### config.mk
export PLATFORM = sky130hd
export DESIGN_NAME = cubic_bisection_root_finder
export DESIGN_NICKNAME = d
export VERILOG_FILES = /design/src/rtl/cbrf_pkg.sv /design/src/rtl/cbrf_mul.sv /design/src/rtl/cbrf_poly.sv /design/src/rtl/cubic_bisection_root_finder.sv
export SDC_FILE = /design/constraint.sdc
export NUM_CORES = 2
export LEC_CHECK = 0
export BUFFER_PORTS_ARGS = -buffer_cell sky130_fd_sc_hd__clkbuf_2
export CAP_MARGIN = 20
export CORE_UTILIZATION = 54
export DETAILED_ROUTE_END_ITERATION = 8
export MAX_ROUTING_LAYER = met4
export PLACE_DENSITY = 0.7
export SETUP_SLACK_MARGIN = 0.15
export SYNTH_ARGS = -nofsm -noshare
export SYNTH_HDL_FRONTEND = slang
export SYNTH_SLANG_ARGS = --single-unit
### constraint.sdc
create_clock -name aclk -period 15.22 [get_ports aclk]
set_input_delay 1.522 -clock aclk [delete_from_list [all_inputs] [get_ports aclk]]
set_output_delay 1.522 -clock aclk [all_outputs]
set_load 0.03 [all_outputs]
### src/rtl/cbrf_pkg.sv
// Package for the cubic bisection root finder.
// Holds field widths, transaction structs, register indexes and state encodings.
// No dependencies.
package cbrf_pkg;

    // Fixed field widths of the transaction payloads.
    localparam int VAL_W     = 32;
    localparam int TOL_W     = 31;
    localparam int CNT_W     = 6;
    localparam int CFG_IDX_W = 2;

    // Width of one multiplier digit in the shared multiply unit.
    localparam int DIGIT_W = 16;

    // Smallest tolerance used; smaller programmed values are raised to it.
    localparam logic [TOL_W-1:0] TOL_MIN = TOL_W'(2);

    // Configuration register indexes.
    typedef enum logic [CFG_IDX_W-1:0] {
        CFG_CUBIC  = 2'd0,
        CFG_LINEAR = 2'd1,
        CFG_CONST  = 2'd2,
        CFG_TOL    = 2'd3
    } cfg_idx_t;

    // Input transaction: search interval.
    typedef struct packed {
        logic signed [VAL_W-1:0] left_end;
        logic signed [VAL_W-1:0] right_end;
    } in_item_t;

    // Result transaction.
    typedef struct packed {
        logic signed [VAL_W-1:0] root;
        logic                    no_bracket;
        logic                    exact_hit;
        logic [CNT_W-1:0]        halvings;
    } out_item_t;

    // Polynomial coefficients as programmed.
    typedef struct packed {
        logic [VAL_W-1:0] cubic;
        logic [VAL_W-1:0] linear;
        logic [VAL_W-1:0] offset;
    } coef_t;

    // Sign of a polynomial value.
    typedef struct packed {
        logic neg;
        logic zero;
    } psign_t;

    // Bisection sequencer states.
    typedef enum logic [2:0] {
        T_IDLE,
        T_EVAL_A,
        T_EVAL_B,
        T_CHECK,
        T_EVAL_C,
        T_DONE
    } top_state_t;

    // Polynomial evaluation sequencer states.
    typedef enum logic [2:0] {
        P_IDLE,
        P_LOAD,
        P_SQ,
        P_CUBE,
        P_ABS,
        P_LIN
    } poly_state_t;

    // Shared multiplier states.
    typedef enum logic [1:0] {
        M_IDLE,
        M_RUN,
        M_DRAIN,
        M_FIN
    } mul_state_t;

endpackage

### src/rtl/cbrf_mul.sv
// Shared digit-serial multiply-accumulate unit: result = addend +/- a_mag * b_mag.
// The multiplier operand is consumed one digit per cycle, most significant first.
// Depends on cbrf_pkg.
module cbrf_mul #(
    parameter int A_W      = 32,
    parameter int B_W      = 112,
    parameter int P_W      = 131,
    parameter int CNT_BITS = 3
) (
    input  logic                aclk,
    input  logic                aresetn,
    input  logic                start,
    input  logic                neg,
    input  logic [CNT_BITS-1:0] ndig,
    input  logic [A_W-1:0]      a_mag,
    input  logic [B_W-1:0]      b_mag,
    input  logic [P_W-1:0]      addend,
    output logic                done,
    output logic [P_W-1:0]      result
);

    localparam int DW   = cbrf_pkg::DIGIT_W;
    localparam int PP_W = A_W + DW;

    cbrf_pkg::mul_state_t state_reg, state_next;
    logic [A_W-1:0]      a_reg, a_next;
    logic [B_W-1:0]      b_reg, b_next;
    logic [P_W-1:0]      addend_reg, addend_next;
    logic                neg_reg, neg_next;
    logic [CNT_BITS-1:0] cnt_reg, cnt_next;
    logic [PP_W-1:0]     prod_reg, prod_next;
    logic                pvld_reg, pvld_next;
    logic [P_W-1:0]      acc_reg, acc_next;
    logic [P_W-1:0]      result_reg, result_next;
    logic                done_reg, done_next;

    logic [DW-1:0]       digit;
    logic [P_W-1:0]      acc_sum;

    // Top digit of the multiplier and the shifted running sum.
    assign digit   = b_reg[B_W-1 -: DW];
    assign acc_sum = (acc_reg << DW) + P_W'(prod_reg);

    // Next state and datapath.
    always_comb begin
        state_next  = state_reg;
        a_next      = a_reg;
        b_next      = b_reg;
        addend_next = addend_reg;
        neg_next    = neg_reg;
        cnt_next    = cnt_reg;
        prod_next   = prod_reg;
        pvld_next   = pvld_reg;
        acc_next    = acc_reg;
        result_next = result_reg;
        done_next   = 1'b0;
        case (state_reg)
            cbrf_pkg::M_IDLE: begin
                if (start) begin
                    a_next      = a_mag;
                    b_next      = b_mag;
                    addend_next = addend;
                    neg_next    = neg;
                    cnt_next    = ndig;
                    acc_next    = '0;
                    pvld_next   = 1'b0;
                    state_next  = cbrf_pkg::M_RUN;
                end
            end
            cbrf_pkg::M_RUN: begin
                // One partial product per cycle; the previous one is accumulated.
                prod_next = PP_W'(a_reg) * PP_W'(digit);
                b_next    = b_reg << DW;
                cnt_next  = cnt_reg - CNT_BITS'(1);
                pvld_next = 1'b1;
                if (pvld_reg) begin
                    acc_next = acc_sum;
                end
                if (cnt_reg == CNT_BITS'(1)) begin
                    state_next = cbrf_pkg::M_DRAIN;
                end
            end
            cbrf_pkg::M_DRAIN: begin
                acc_next   = acc_sum;
                pvld_next  = 1'b0;
                state_next = cbrf_pkg::M_FIN;
            end
            cbrf_pkg::M_FIN: begin
                // Apply the product sign while adding the addend.
                result_next = neg_reg ? (addend_reg - acc_reg) : (addend_reg + acc_reg);
                done_next   = 1'b1;
                state_next  = cbrf_pkg::M_IDLE;
            end
            default: begin
                state_next = cbrf_pkg::M_IDLE;
            end
        endcase
    end

    // Control registers.
    always_ff @(posedge aclk) begin
        if (!aresetn) begin
            state_reg <= cbrf_pkg::M_IDLE;
            cnt_reg   <= '0;
            pvld_reg  <= 1'b0;
            done_reg  <= 1'b0;
        end else begin
            state_reg <= state_next;
            cnt_reg   <= cnt_next;
            pvld_reg  <= pvld_next;
            done_reg  <= done_next;
        end
    end

    // Datapath registers.
    always_ff @(posedge aclk) begin
        a_reg      <= a_next;
        b_reg      <= b_next;
        addend_reg <= addend_next;
        neg_reg    <= neg_next;
        prod_reg   <= prod_next;
        acc_reg    <= acc_next;
        result_reg <= result_next;
    end

    assign done   = done_reg;
    assign result = result_reg;

endmodule

### src/rtl/cbrf_poly.sv
// Exact sign of p(x) = c3*x^3 + c1*x + c0, scaled by 2^(4*FRAC_BITS).
// Evaluated as x*(c3*x*x + c1<<2F) + c0<<3F on the shared multiplier.
// Depends on cbrf_pkg and cbrf_mul.
module cbrf_poly #(
    parameter int FRAC_BITS = 16
) (
    input  logic                          aclk,
    input  logic                          aresetn,
    input  logic                          start,
    input  logic [cbrf_pkg::VAL_W-1:0]    x,
    input  cbrf_pkg::coef_t               coef,
    output logic                          done,
    output cbrf_pkg::psign_t              sign
);

    localparam int W   = cbrf_pkg::VAL_W;
    localparam int DW  = cbrf_pkg::DIGIT_W;
    // Magnitude bits of c3*x^2 + c1<<2F, and of the full sum with sign margin.
    localparam int UB0 = (3 * W > W + 2 * FRAC_BITS) ? 3 * W : W + 2 * FRAC_BITS;
    localparam int UB  = UB0 + 1;
    localparam int PW0 = (UB + W > W + 3 * FRAC_BITS) ? UB + W : W + 3 * FRAC_BITS;
    localparam int PW  = PW0 + 2;
    // Digit counts of the three multiplications.
    localparam int ND1 = (W + DW - 1) / DW;
    localparam int ND2 = (2 * W + DW - 1) / DW;
    localparam int ND3 = (UB + DW - 1) / DW;
    localparam int MB  = ND3 * DW;
    localparam int CNT_BITS = $clog2(ND3 + 1);

    cbrf_pkg::poly_state_t state_reg, state_next;
    logic [W-1:0]        x_reg, x_next;
    logic [PW-1:0]       u_reg, u_next;
    logic                done_reg, done_next;
    cbrf_pkg::psign_t    sign_reg, sign_next;

    logic                mul_start, mul_neg, mul_done;
    logic [CNT_BITS-1:0] mul_ndig;
    logic [W-1:0]        mul_a;
    logic [MB-1:0]       mul_b;
    logic [PW-1:0]       mul_addend, mul_result;

    logic [W-1:0]        x_mag, c3_mag;
    logic [PW-1:0]       u_mag, c1_ext, c0_ext;
    logic [ND1*DW-1:0]   x_dig;
    logic [ND2*DW-1:0]   t_dig;

    // Operand magnitudes and aligned addends.
    assign x_mag  = x_reg[W-1] ? (~x_reg + W'(1)) : x_reg;
    assign c3_mag = coef.cubic[W-1] ? (~coef.cubic + W'(1)) : coef.cubic;
    assign u_mag  = u_reg[PW-1] ? (~u_reg + PW'(1)) : u_reg;
    assign c1_ext = {{(PW - W){coef.linear[W-1]}}, coef.linear} << (2 * FRAC_BITS);
    assign c0_ext = {{(PW - W){coef.offset[W-1]}}, coef.offset} << (3 * FRAC_BITS);
    assign x_dig  = (ND1 * DW)'(x_mag);
    assign t_dig  = mul_result[ND2*DW-1:0];

    cbrf_mul #(
        .A_W      (W),
        .B_W      (MB),
        .P_W      (PW),
        .CNT_BITS (CNT_BITS)
    ) u_mul (
        .aclk    (aclk),
        .aresetn (aresetn),
        .start   (mul_start),
        .neg     (mul_neg),
        .ndig    (mul_ndig),
        .a_mag   (mul_a),
        .b_mag   (mul_b),
        .addend  (mul_addend),
        .done    (mul_done),
        .result  (mul_result)
    );

    // Sequencer: square, cube term plus linear term, magnitude, final product.
    always_comb begin
        state_next = state_reg;
        x_next     = x_reg;
        u_next     = u_reg;
        sign_next  = sign_reg;
        done_next  = 1'b0;
        mul_start  = 1'b0;
        mul_neg    = 1'b0;
        mul_ndig   = CNT_BITS'(ND1);
        mul_a      = x_mag;
        mul_b      = MB'(x_dig) << (MB - ND1 * DW);
        mul_addend = '0;
        case (state_reg)
            cbrf_pkg::P_IDLE: begin
                if (start) begin
                    x_next     = x;
                    state_next = cbrf_pkg::P_LOAD;
                end
            end
            cbrf_pkg::P_LOAD: begin
                mul_start  = 1'b1;
                state_next = cbrf_pkg::P_SQ;
            end
            cbrf_pkg::P_SQ: begin
                if (mul_done) begin
                    mul_start  = 1'b1;
                    mul_neg    = coef.cubic[W-1];
                    mul_ndig   = CNT_BITS'(ND2);
                    mul_a      = c3_mag;
                    mul_b      = MB'(t_dig) << (MB - ND2 * DW);
                    mul_addend = c1_ext;
                    state_next = cbrf_pkg::P_CUBE;
                end
            end
            cbrf_pkg::P_CUBE: begin
                if (mul_done) begin
                    u_next     = mul_result;
                    state_next = cbrf_pkg::P_ABS;
                end
            end
            cbrf_pkg::P_ABS: begin
                mul_start  = 1'b1;
                mul_neg    = u_reg[PW-1] ^ x_reg[W-1];
                mul_ndig   = CNT_BITS'(ND3);
                mul_a      = x_mag;
                mul_b      = MB'(u_mag);
                mul_addend = c0_ext;
                state_next = cbrf_pkg::P_LIN;
            end
            cbrf_pkg::P_LIN: begin
                if (mul_done) begin
                    sign_next.neg  = mul_result[PW-1];
                    sign_next.zero = (mul_result == '0);
                    done_next      = 1'b1;
                    state_next     = cbrf_pkg::P_IDLE;
                end
            end
            default: begin
                state_next = cbrf_pkg::P_IDLE;
            end
        endcase
    end

    // Control registers.
    always_ff @(posedge aclk) begin
        if (!aresetn) begin
            state_reg <= cbrf_pkg::P_IDLE;
            done_reg  <= 1'b0;
        end else begin
            state_reg <= state_next;
            done_reg  <= done_next;
        end
    end

    // Datapath registers.
    always_ff @(posedge aclk) begin
        x_reg    <= x_next;
        u_reg    <= u_next;
        sign_reg <= sign_next;
    end

    assign done = done_reg;
    assign sign = sign_reg;

endmodule

### src/rtl/cubic_bisection_root_finder.sv
// Top level of the cubic bisection root finder: configuration registers,
// bisection sequencer and result register. Depends on cbrf_pkg and cbrf_poly.
//
//   Channel | Ports                                  | Moves
//   input   | s_valid, s_ready, s_data               | interval [left_end, right_end]
//   result  | m_valid, m_ready, m_data               | root and status flags
//   config  | cfg_valid, cfg_ready, cfg_index/_data  | coefficient or tolerance write
//
// Each polynomial evaluation runs on the shared 32x16 digit multiplier.
// s_ready is high only while the sequencer is idle; a finished result waits in the
// output register, and the next transaction can be accepted meanwhile.
// Reset is synchronous and active low; it restores the default coefficients and tolerance.
module cubic_bisection_root_finder #(
    parameter int FRAC_BITS = 16
) (
    input  logic                          aclk,
    input  logic                          aresetn,
    input  logic                          s_valid,
    output logic                          s_ready,
    input  cbrf_pkg::in_item_t            s_data,
    output logic                          m_valid,
    input  logic                          m_ready,
    output cbrf_pkg::out_item_t           m_data,
    input  logic                          cfg_valid,
    output logic                          cfg_ready,
    input  cbrf_pkg::cfg_idx_t            cfg_index,
    input  logic [cbrf_pkg::VAL_W-1:0]    cfg_data
);

    localparam int W = cbrf_pkg::VAL_W;

    // Reset values and the not-bracketed result.
    localparam logic [W-1:0] CUBIC_RST  = W'(64'sd1 <<< FRAC_BITS);
    localparam logic [W-1:0] LINEAR_RST = W'(-(64'sd3 <<< FRAC_BITS));
    localparam logic [W-1:0] CONST_RST  = W'(-(64'sd5 <<< FRAC_BITS));
    localparam logic [cbrf_pkg::TOL_W-1:0] TOL_RST = cbrf_pkg::TOL_W'(66);
    localparam logic [W-1:0] NEG_ONE    = W'(-(64'sd1 <<< FRAC_BITS));

    cbrf_pkg::top_state_t           state_reg, state_next;
    cbrf_pkg::coef_t                coef_reg;
    logic [cbrf_pkg::TOL_W-1:0]     tol_reg;
    logic [W-1:0]                   a_reg, a_next;
    logic [W-1:0]                   b_reg, b_next;
    logic [W-1:0]                   c_reg, c_next;
    logic [cbrf_pkg::CNT_W-1:0]     cnt_reg, cnt_next;
    logic                           hit_reg, hit_next;
    logic                           nob_reg, nob_next;
    cbrf_pkg::psign_t               sa_reg, sa_next;
    logic                           m_valid_reg, m_valid_next;
    cbrf_pkg::out_item_t            m_data_reg, m_data_next;

    logic                           poly_start, poly_done;
    logic [W-1:0]                   poly_x;
    cbrf_pkg::psign_t               poly_sign;

    logic [cbrf_pkg::TOL_W-1:0]     tol_eff;
    logic signed [W:0]              diff, sum;
    logic [W-1:0]                   mid;
    logic                           wide;

    // Interval width test and floor midpoint.
    assign tol_eff = (tol_reg < cbrf_pkg::TOL_MIN) ? cbrf_pkg::TOL_MIN : tol_reg;
    assign diff    = $signed({b_reg[W-1], b_reg}) - $signed({a_reg[W-1], a_reg});
    assign sum     = $signed({b_reg[W-1], b_reg}) + $signed({a_reg[W-1], a_reg});
    assign mid     = sum[W:1];
    assign wide    = (diff >= $signed({2'b00, tol_eff}));

    cbrf_poly #(
        .FRAC_BITS (FRAC_BITS)
    ) u_poly (
        .aclk    (aclk),
        .aresetn (aresetn),
        .start   (poly_start),
        .x       (poly_x),
        .coef    (coef_reg),
        .done    (poly_done),
        .sign    (poly_sign)
    );

    // Configuration registers.
    always_ff @(posedge aclk) begin
        if (!aresetn) begin
            coef_reg.cubic  <= CUBIC_RST;
            coef_reg.linear <= LINEAR_RST;
            coef_reg.offset <= CONST_RST;
            tol_reg         <= TOL_RST;
        end else if (cfg_valid) begin
            case (cfg_index)
                cbrf_pkg::CFG_CUBIC:  coef_reg.cubic  <= cfg_data;
                cbrf_pkg::CFG_LINEAR: coef_reg.linear <= cfg_data;
                cbrf_pkg::CFG_CONST:  coef_reg.offset <= cfg_data;
                cbrf_pkg::CFG_TOL:    tol_reg <= cfg_data[cbrf_pkg::TOL_W-1:0];
                default: begin
                end
            endcase
        end
    end

    // Bisection sequencer: bracket check, then halve until narrow or exact.
    always_comb begin
        state_next   = state_reg;
        a_next       = a_reg;
        b_next       = b_reg;
        c_next       = c_reg;
        cnt_next     = cnt_reg;
        hit_next     = hit_reg;
        nob_next     = nob_reg;
        sa_next      = sa_reg;
        m_data_next  = m_data_reg;
        m_valid_next = m_valid_reg && !m_ready;
        poly_start   = 1'b0;
        poly_x       = a_reg;
        case (state_reg)
            cbrf_pkg::T_IDLE: begin
                if (s_valid) begin
                    a_next     = s_data.left_end;
                    b_next     = s_data.right_end;
                    c_next     = s_data.left_end;
                    cnt_next   = '0;
                    hit_next   = 1'b0;
                    nob_next   = 1'b0;
                    poly_start = 1'b1;
                    poly_x     = s_data.left_end;
                    state_next = cbrf_pkg::T_EVAL_A;
                end
            end
            cbrf_pkg::T_EVAL_A: begin
                if (poly_done) begin
                    sa_next    = poly_sign;
                    poly_start = 1'b1;
                    poly_x     = b_reg;
                    state_next = cbrf_pkg::T_EVAL_B;
                end
            end
            cbrf_pkg::T_EVAL_B: begin
                if (poly_done) begin
                    if (sa_reg.zero || poly_sign.zero || (sa_reg.neg == poly_sign.neg)) begin
                        nob_next   = 1'b1;
                        state_next = cbrf_pkg::T_DONE;
                    end else begin
                        state_next = cbrf_pkg::T_CHECK;
                    end
                end
            end
            cbrf_pkg::T_CHECK: begin
                if (wide) begin
                    c_next     = mid;
                    cnt_next   = cnt_reg + cbrf_pkg::CNT_W'(1);
                    poly_start = 1'b1;
                    poly_x     = mid;
                    state_next = cbrf_pkg::T_EVAL_C;
                end else begin
                    state_next = cbrf_pkg::T_DONE;
                end
            end
            cbrf_pkg::T_EVAL_C: begin
                if (poly_done) begin
                    if (poly_sign.zero) begin
                        hit_next   = 1'b1;
                        state_next = cbrf_pkg::T_DONE;
                    end else begin
                        if (poly_sign.neg != sa_reg.neg) begin
                            b_next = c_reg;
                        end else begin
                            a_next = c_reg;
                        end
                        state_next = cbrf_pkg::T_CHECK;
                    end
                end
            end
            cbrf_pkg::T_DONE: begin
                // Load the result once the output register is free.
                if (!m_valid_reg || m_ready) begin
                    m_data_next.root       = nob_reg ? NEG_ONE : c_reg;
                    m_data_next.no_bracket = nob_reg;
                    m_data_next.exact_hit  = hit_reg;
                    m_data_next.halvings   = cnt_reg;
                    m_valid_next           = 1'b1;
                    state_next             = cbrf_pkg::T_IDLE;
                end
            end
            default: begin
                state_next = cbrf_pkg::T_IDLE;
            end
        endcase
    end

    // Control registers.
    always_ff @(posedge aclk) begin
        if (!aresetn) begin
            state_reg   <= cbrf_pkg::T_IDLE;
            m_valid_reg <= 1'b0;
            cnt_reg     <= '0;
            hit_reg     <= 1'b0;
            nob_reg     <= 1'b0;
        end else begin
            state_reg   <= state_next;
            m_valid_reg <= m_valid_next;
            cnt_reg     <= cnt_next;
            hit_reg     <= hit_next;
            nob_reg     <= nob_next;
        end
    end

    // Datapath registers.
    always_ff @(posedge aclk) begin
        a_reg      <= a_next;
        b_reg      <= b_next;
        c_reg      <= c_next;
        sa_reg     <= sa_next;
        m_data_reg <= m_data_next;
    end

    assign s_ready   = (state_reg == cbrf_pkg::T_IDLE);
    assign m_valid   = m_valid_reg;
    assign m_data    = m_data_reg;
    assign cfg_ready = 1'b1;

endmodule
After elaboration in Yosys (flattened, before gate mapping):

Cells that the tools add are included.

* register bits: 1039
* input port bits: 103
* output and inout port bits: 43

* add/sub/neg operators: 10
* multiply operators: 1
* $lt $le $gt $ge: 2
* equality and inequality tests: 37
* mux-type cells: 76
* bitwise gates (word level): 4
* reductions and logical operators: 39

Operators by type and width (count)
* two-way mux 131 bit: 4
* two-way mux 32 bit: 16
* case mux 112 bit (2 select lines): 2
* case mux 131 bit (3 select lines): 1
* two-way mux 112 bit: 3
* case mux 131 bit (2 select lines): 1
* case mux 32 bit (2 select lines): 3
* adder 131 bit: 1
* adder 131 x 48 -> 131 bit: 1
* logical NOT 131 bit: 1
* subtractor 131 bit: 1
* adder 112 x 1 -> 112 bit, second input constant: 1
* inverter 112 bit: 1
* case mux 32 bit (3 select lines): 1
* adder 32 x 1 -> 32 bit, second input constant: 2
* inverter 32 bit: 2
* multiplier 32 x 16 -> 48 bit: 1
* two-way mux 3 bit: 13
* case mux 3 bit (6 select lines): 2
* adder 32 x 32 -> 33 bit: 1
* >= comparator 33 x 32 -> 1 bit: 1
* subtractor 32 x 32 -> 33 bit: 1
* < comparator 31 x 2 -> 1 bit, second input constant: 1
* two-way mux 31 bit: 1
* 32 further kinds: 107

Longest topological paths before layout:

* depth after elaboration: 7
* depth in mapped cells: 30

Hierarchy:

From an unflattened synthesis, not the netlist that was laid out.

* cells, all modules: 8408
* area, all modules: 79222.2 µm²

Modules (own cells, without submodules)
* cbrf_mul: times used 1, cells an instance 5343, area each 52180.0 µm²
* cubic_bisection_root_finder: times used 1, cells an instance 1832, area each 15954.1 µm²
* cbrf_poly: times used 1, cells an instance 1233, area each 11088.1 µm²

Worst setup path before layout:

Ideal clock, no wire load.

* path kind: reg-to-reg
* start: register u_poly.u_mul.state_reg[0]
* end: register u_poly.u_mul.acc_reg[0], enable pin
* setup time: 0.830 ns
* arrival time: 11.961 ns
* data required time: 14.390 ns
* path slack: 2.429 ns
* cell stages (with the launch flop): 3
* period minus slack after synthesis: 12.791 ns
* path through: dfxtp_1 > ha_1 > a221oi_1

* cells in the longest elaborated chain, start to end: 3

RTL lines
* start, declared: line cbrf_mul.sv:25 `cbrf_pkg::mul_state_t state_reg, state_next;`
* start signal, assigned: line cbrf_mul.sv:103 `state_reg <= cbrf_pkg::M_IDLE;`
* start signal, assigned: line cbrf_mul.sv:108 `state_reg <= state_next;`
* equality test 2 x 1 -> 1 bit (tied with other cells): line cbrf_mul.sv:57 `case (state_reg)`
* != test 2 bit (no line) (tied with other cells)
* AND reduction 3 bit (no line) (*)
* end signal, assigned: line cbrf_mul.sv:122 `acc_reg <= acc_next;`
* end, declared: line cbrf_mul.sv:33 `logic [P_W-1:0] acc_reg, acc_next;`

Mark *: on every way between the ends. The rest lies on a longest branch, timed or not.
A chain may end at the register's enable or synchronous reset.

Worst setup path in the final report:

* start: register u_poly.u_mul.b_reg[104]
* end: register u_poly.u_mul.prod_reg[43] (data pin)

* cells in the longest elaborated chain, start to end: 1

RTL lines
* start, declared: line cbrf_mul.sv:27 `logic [B_W-1:0] b_reg, b_next;`
* start signal, assigned: line cbrf_mul.sv:118 `b_reg <= b_next;`
* multiplier 32 x 16 -> 48 bit: line cbrf_mul.sv:72 `prod_next = PP_W'(a_reg) * PP_W'(digit);`
* end signal, assigned: line cbrf_mul.sv:121 `prod_reg <= prod_next;`
* end, declared: line cbrf_mul.sv:31 `logic [PP_W-1:0] prod_reg, prod_next;`

No other way between the ends.

==> results.json <==
{
  "stdcell_count": 9568,
  "r2r-end": "u_poly.u_mul.prod_reg[43]",
  "antenna_left": 0,
  "synth_edf_count": 788,
  "reg2regPathDepth": 24,
  "slew_headroom_pct": 22.3,
  "synthesis.nets": 8657,
  "setup_viol": 0,
  "grt.total_usage_pct": 35.2,
  "tightest_slew_ns": 1.16,
  "clock-root-buffer": "clkbuf_16",
  "slowest_delay_ns": 0.88,
  "cts_tree": "built",
  "insertion_delay_ns": 0.75,
  "async_flop_share_pct": 0,
  "place_inst": 9356,
  "synth_warnings": 0,
  "yosys_register_bits": 938,
  "start_kind": "flop",
  "status": "finished clean",
  "htree_levels": 3,
  "drv_slew": 0,
  "drc_errors": 0,
  "dp_hpwl_um": 178000,
  "cp.buffers_inverters": 3,
  "gp_congestion": 1.02,
  "hold_path_depth": 0,
  "reg2reg_slack_ns": 6.99,
  "routed_wl_um": 234000,
  "finalCritPeriodShare_pct": 54.0,
  "clkTransAtPathRegs_ns": 0.06,
  "netlist_area_sq_um": 72900,
  "fp.dieH_um": 369,
  "utilization_pct": 58.8,
  "core_area_sq_um": 134000,
  "multi_input_area_sq_um": 42300,
  "synth_commonest_cells": "nand2_1 (1023), edfxtp_1 (788), inv_1 (668)",
  "finalHoldViolCount": 0,
  "critPathKind": "reg -> reg",
  "firstDrtPassIters": 6,
  "worst-path-stages": 24,
  "initial_core_util_pct": 54.6,
  "avgSynthCellArea_sq_um": 9.38,
  "postCtsSetupRepairBufs": 0,
  "cts_resized": 0,
  "grt_pass1_vias": 56326,
  "ys.flop_type": "edfxtp_1",
  "n_fill_cell": 11603,
  "crit_path_cell_trace": "nand2_1, fa_1, inv_1, fa_1, fa_1, fa_1, fa_1, inv_1, fa_1, inv_1, ha_1, a21oi_1, nor2b_1, o21ai_0, a21oi_1, a211oi_1, a31oi_1, and3_1, o22ai_1, o21ai_0, a221o_1, a311oi_1, o21ai_0, xor2_1",
  "cp_top_family": "adder cells",
  "ys_top_cells_by_area": "edfxtp_1 (32%), fa_1 (12%), ha_1 (6.1%)",
  "layout-drive-gt1-share_pct": 7.26,
  "ctsHoldBuffers": 0,
  "rsz0062_at_grt": "no",
  "setup_tns_ns": 0,
  "r2r-start": "u_poly.u_mul.b_reg[104]",
  "die_area_sq_um": 136000,
  "yosysMostFrequentCell": "nand2_1",
  "drt_iter0_drc": 6699,
  "numPortBuffers": 144,
  "overflow": 0,
  "worst_setup_path_end_kind": "flop",
  "wire_per_inst_um": 24.4,
  "cap_violations": 0,
  "path_max_fanout": 21,
  "hold_start": "u_poly.u_mul.result[104]",
  "grt_start_max_net_pins": 96,
  "regArea_sq_um": 26700,
  "cts_buffers": 103,
  "num_rows": 134,
  "clock_sinks": 938,
  "critPathRequiredTime_ns": 15.68,
  "synth-seq-area-share_pct": 36.6,
  "fin_skew_ns": 0.0482,
  "antenna_found_initial": 21,
  "netlist_instances": 7775,
  "grt_pass1_wl_um": 353000,
  "nNetsFinal": 8578,
  "cts_buffer_depth": 3,
  "holdPathEnd": "u_poly.u_reg[104]",
  "critPathSlowestCell": "edfxtp_1",
  "syn_to_final_growth_pct": 7.72,
  "synth.distinct_cells": 99,
  "num_vias": 58763,
  "yosysTopAreaCell": "edfxtp_1",
  "io_pins": 146,
  "vias_per_cell": 6.14,
  "period_needed_ns": 8.23,
  "cp_common_cell": "fa_1",
  "arrival_ns": 8.69,
  "hold_path.class": "reg -> reg",
  "timing.fmax_ghz": 0.122,
  "die_width_um": 369,
  "synth_top_area_share_pct": 32.5
}
per-stage QoR:
| stage | setup slack [ns] | hold WS, ns | cell area [sq um] |
|---|---|---|---|
| 4_1_cts | 6.98 | 0.446 | 78400 |
| 6_report | 6.99 | 0.448 | 78500 |
| 3_5_place_dp | 7.04 | 0.435 | 75000 |
| 5_1_grt | 6.31 | 0.463 | 78500 |
| 3_3_place_gp | 7.01 | 0.434 | 75000 |
| 2_1_floorplan | 2.43 | 0.427 | 72900 |
kinds of logic after synthesis:
kind of cell,synth area share [%]
mux,1.43
compound gates,13.6
buf+inv,5.60
flops,36.6
other cells,0.00514
simple gates,17.7
xor+xnor,7.41
fa+ha+maj,17.7
layer usage:
layer | wire length, um | GRT usage [%]
met1 | 99000 | 48.0
met2 | 105000 | 53.0
met3 | 19000 | 4.64
met4 | 10800 | 14.5
met5 | 0 | -
layout by cell type, fill, tap and decap left out, types with 44 or more instances in the layout:
cell	instances
ha_1	356
clkbuf_16	110
a31oi_1	47
nand4_1	113
and2_1	289
a22oi_1	81
mux2_2	74
clkbuf_2	146
a21oi_1	530
nor4_1	91
xor2_1	222
o21bai_1	71
nor3_1	120
nand2b_1	62
nor2b_1	63
or2_2	44
fa_1	421
a21o_1	139
o21ai_0	366
dfxtp_1	150
nor2_1	484
buf_4	79
o31ai_1	66
inv_1	667
and3_1	56
xnor2_1	393
or3_1	87
nand3_1	135
edfxtp_1	788
nand2_1	1021
layout make-up:
cell class,instances,share of cell area (%)
diodes,15,0.0478
inverters,672,3.22
flip-flops and latches,938,34.0
clock inverters,56,0.682
repair buffers,227,1.76
multi-input cells,5754,53.8
well taps,1768,2.82
clock buffers,138,3.70
how the worst max path moves through the flow:
stage	from	endpoint	slack [ns]
6_report	u_poly.u_mul.b_reg[104]	u_poly.u_mul.prod_reg[43]	6.99
3_3_place_gp	u_poly.u_mul.b_reg[104]	u_poly.u_mul.prod_reg[46]	7.01
2_1_floorplan	u_poly.u_mul.state_reg[0]	u_poly.u_mul.acc_reg[0]	2.43
3_5_place_dp	u_poly.u_mul.b_reg[104]	u_poly.u_mul.prod_reg[46]	7.04
5_1_grt	u_poly.u_mul.b_reg[104]	u_poly.u_mul.prod_reg[46]	6.31
4_1_cts	u_poly.u_mul.b_reg[98]	u_poly.u_mul.prod_reg[46]	6.98
Power is left out: the tool's default activity adds up to more than one toggle a clock period on the data nets, which glitch-free logic cannot reach.
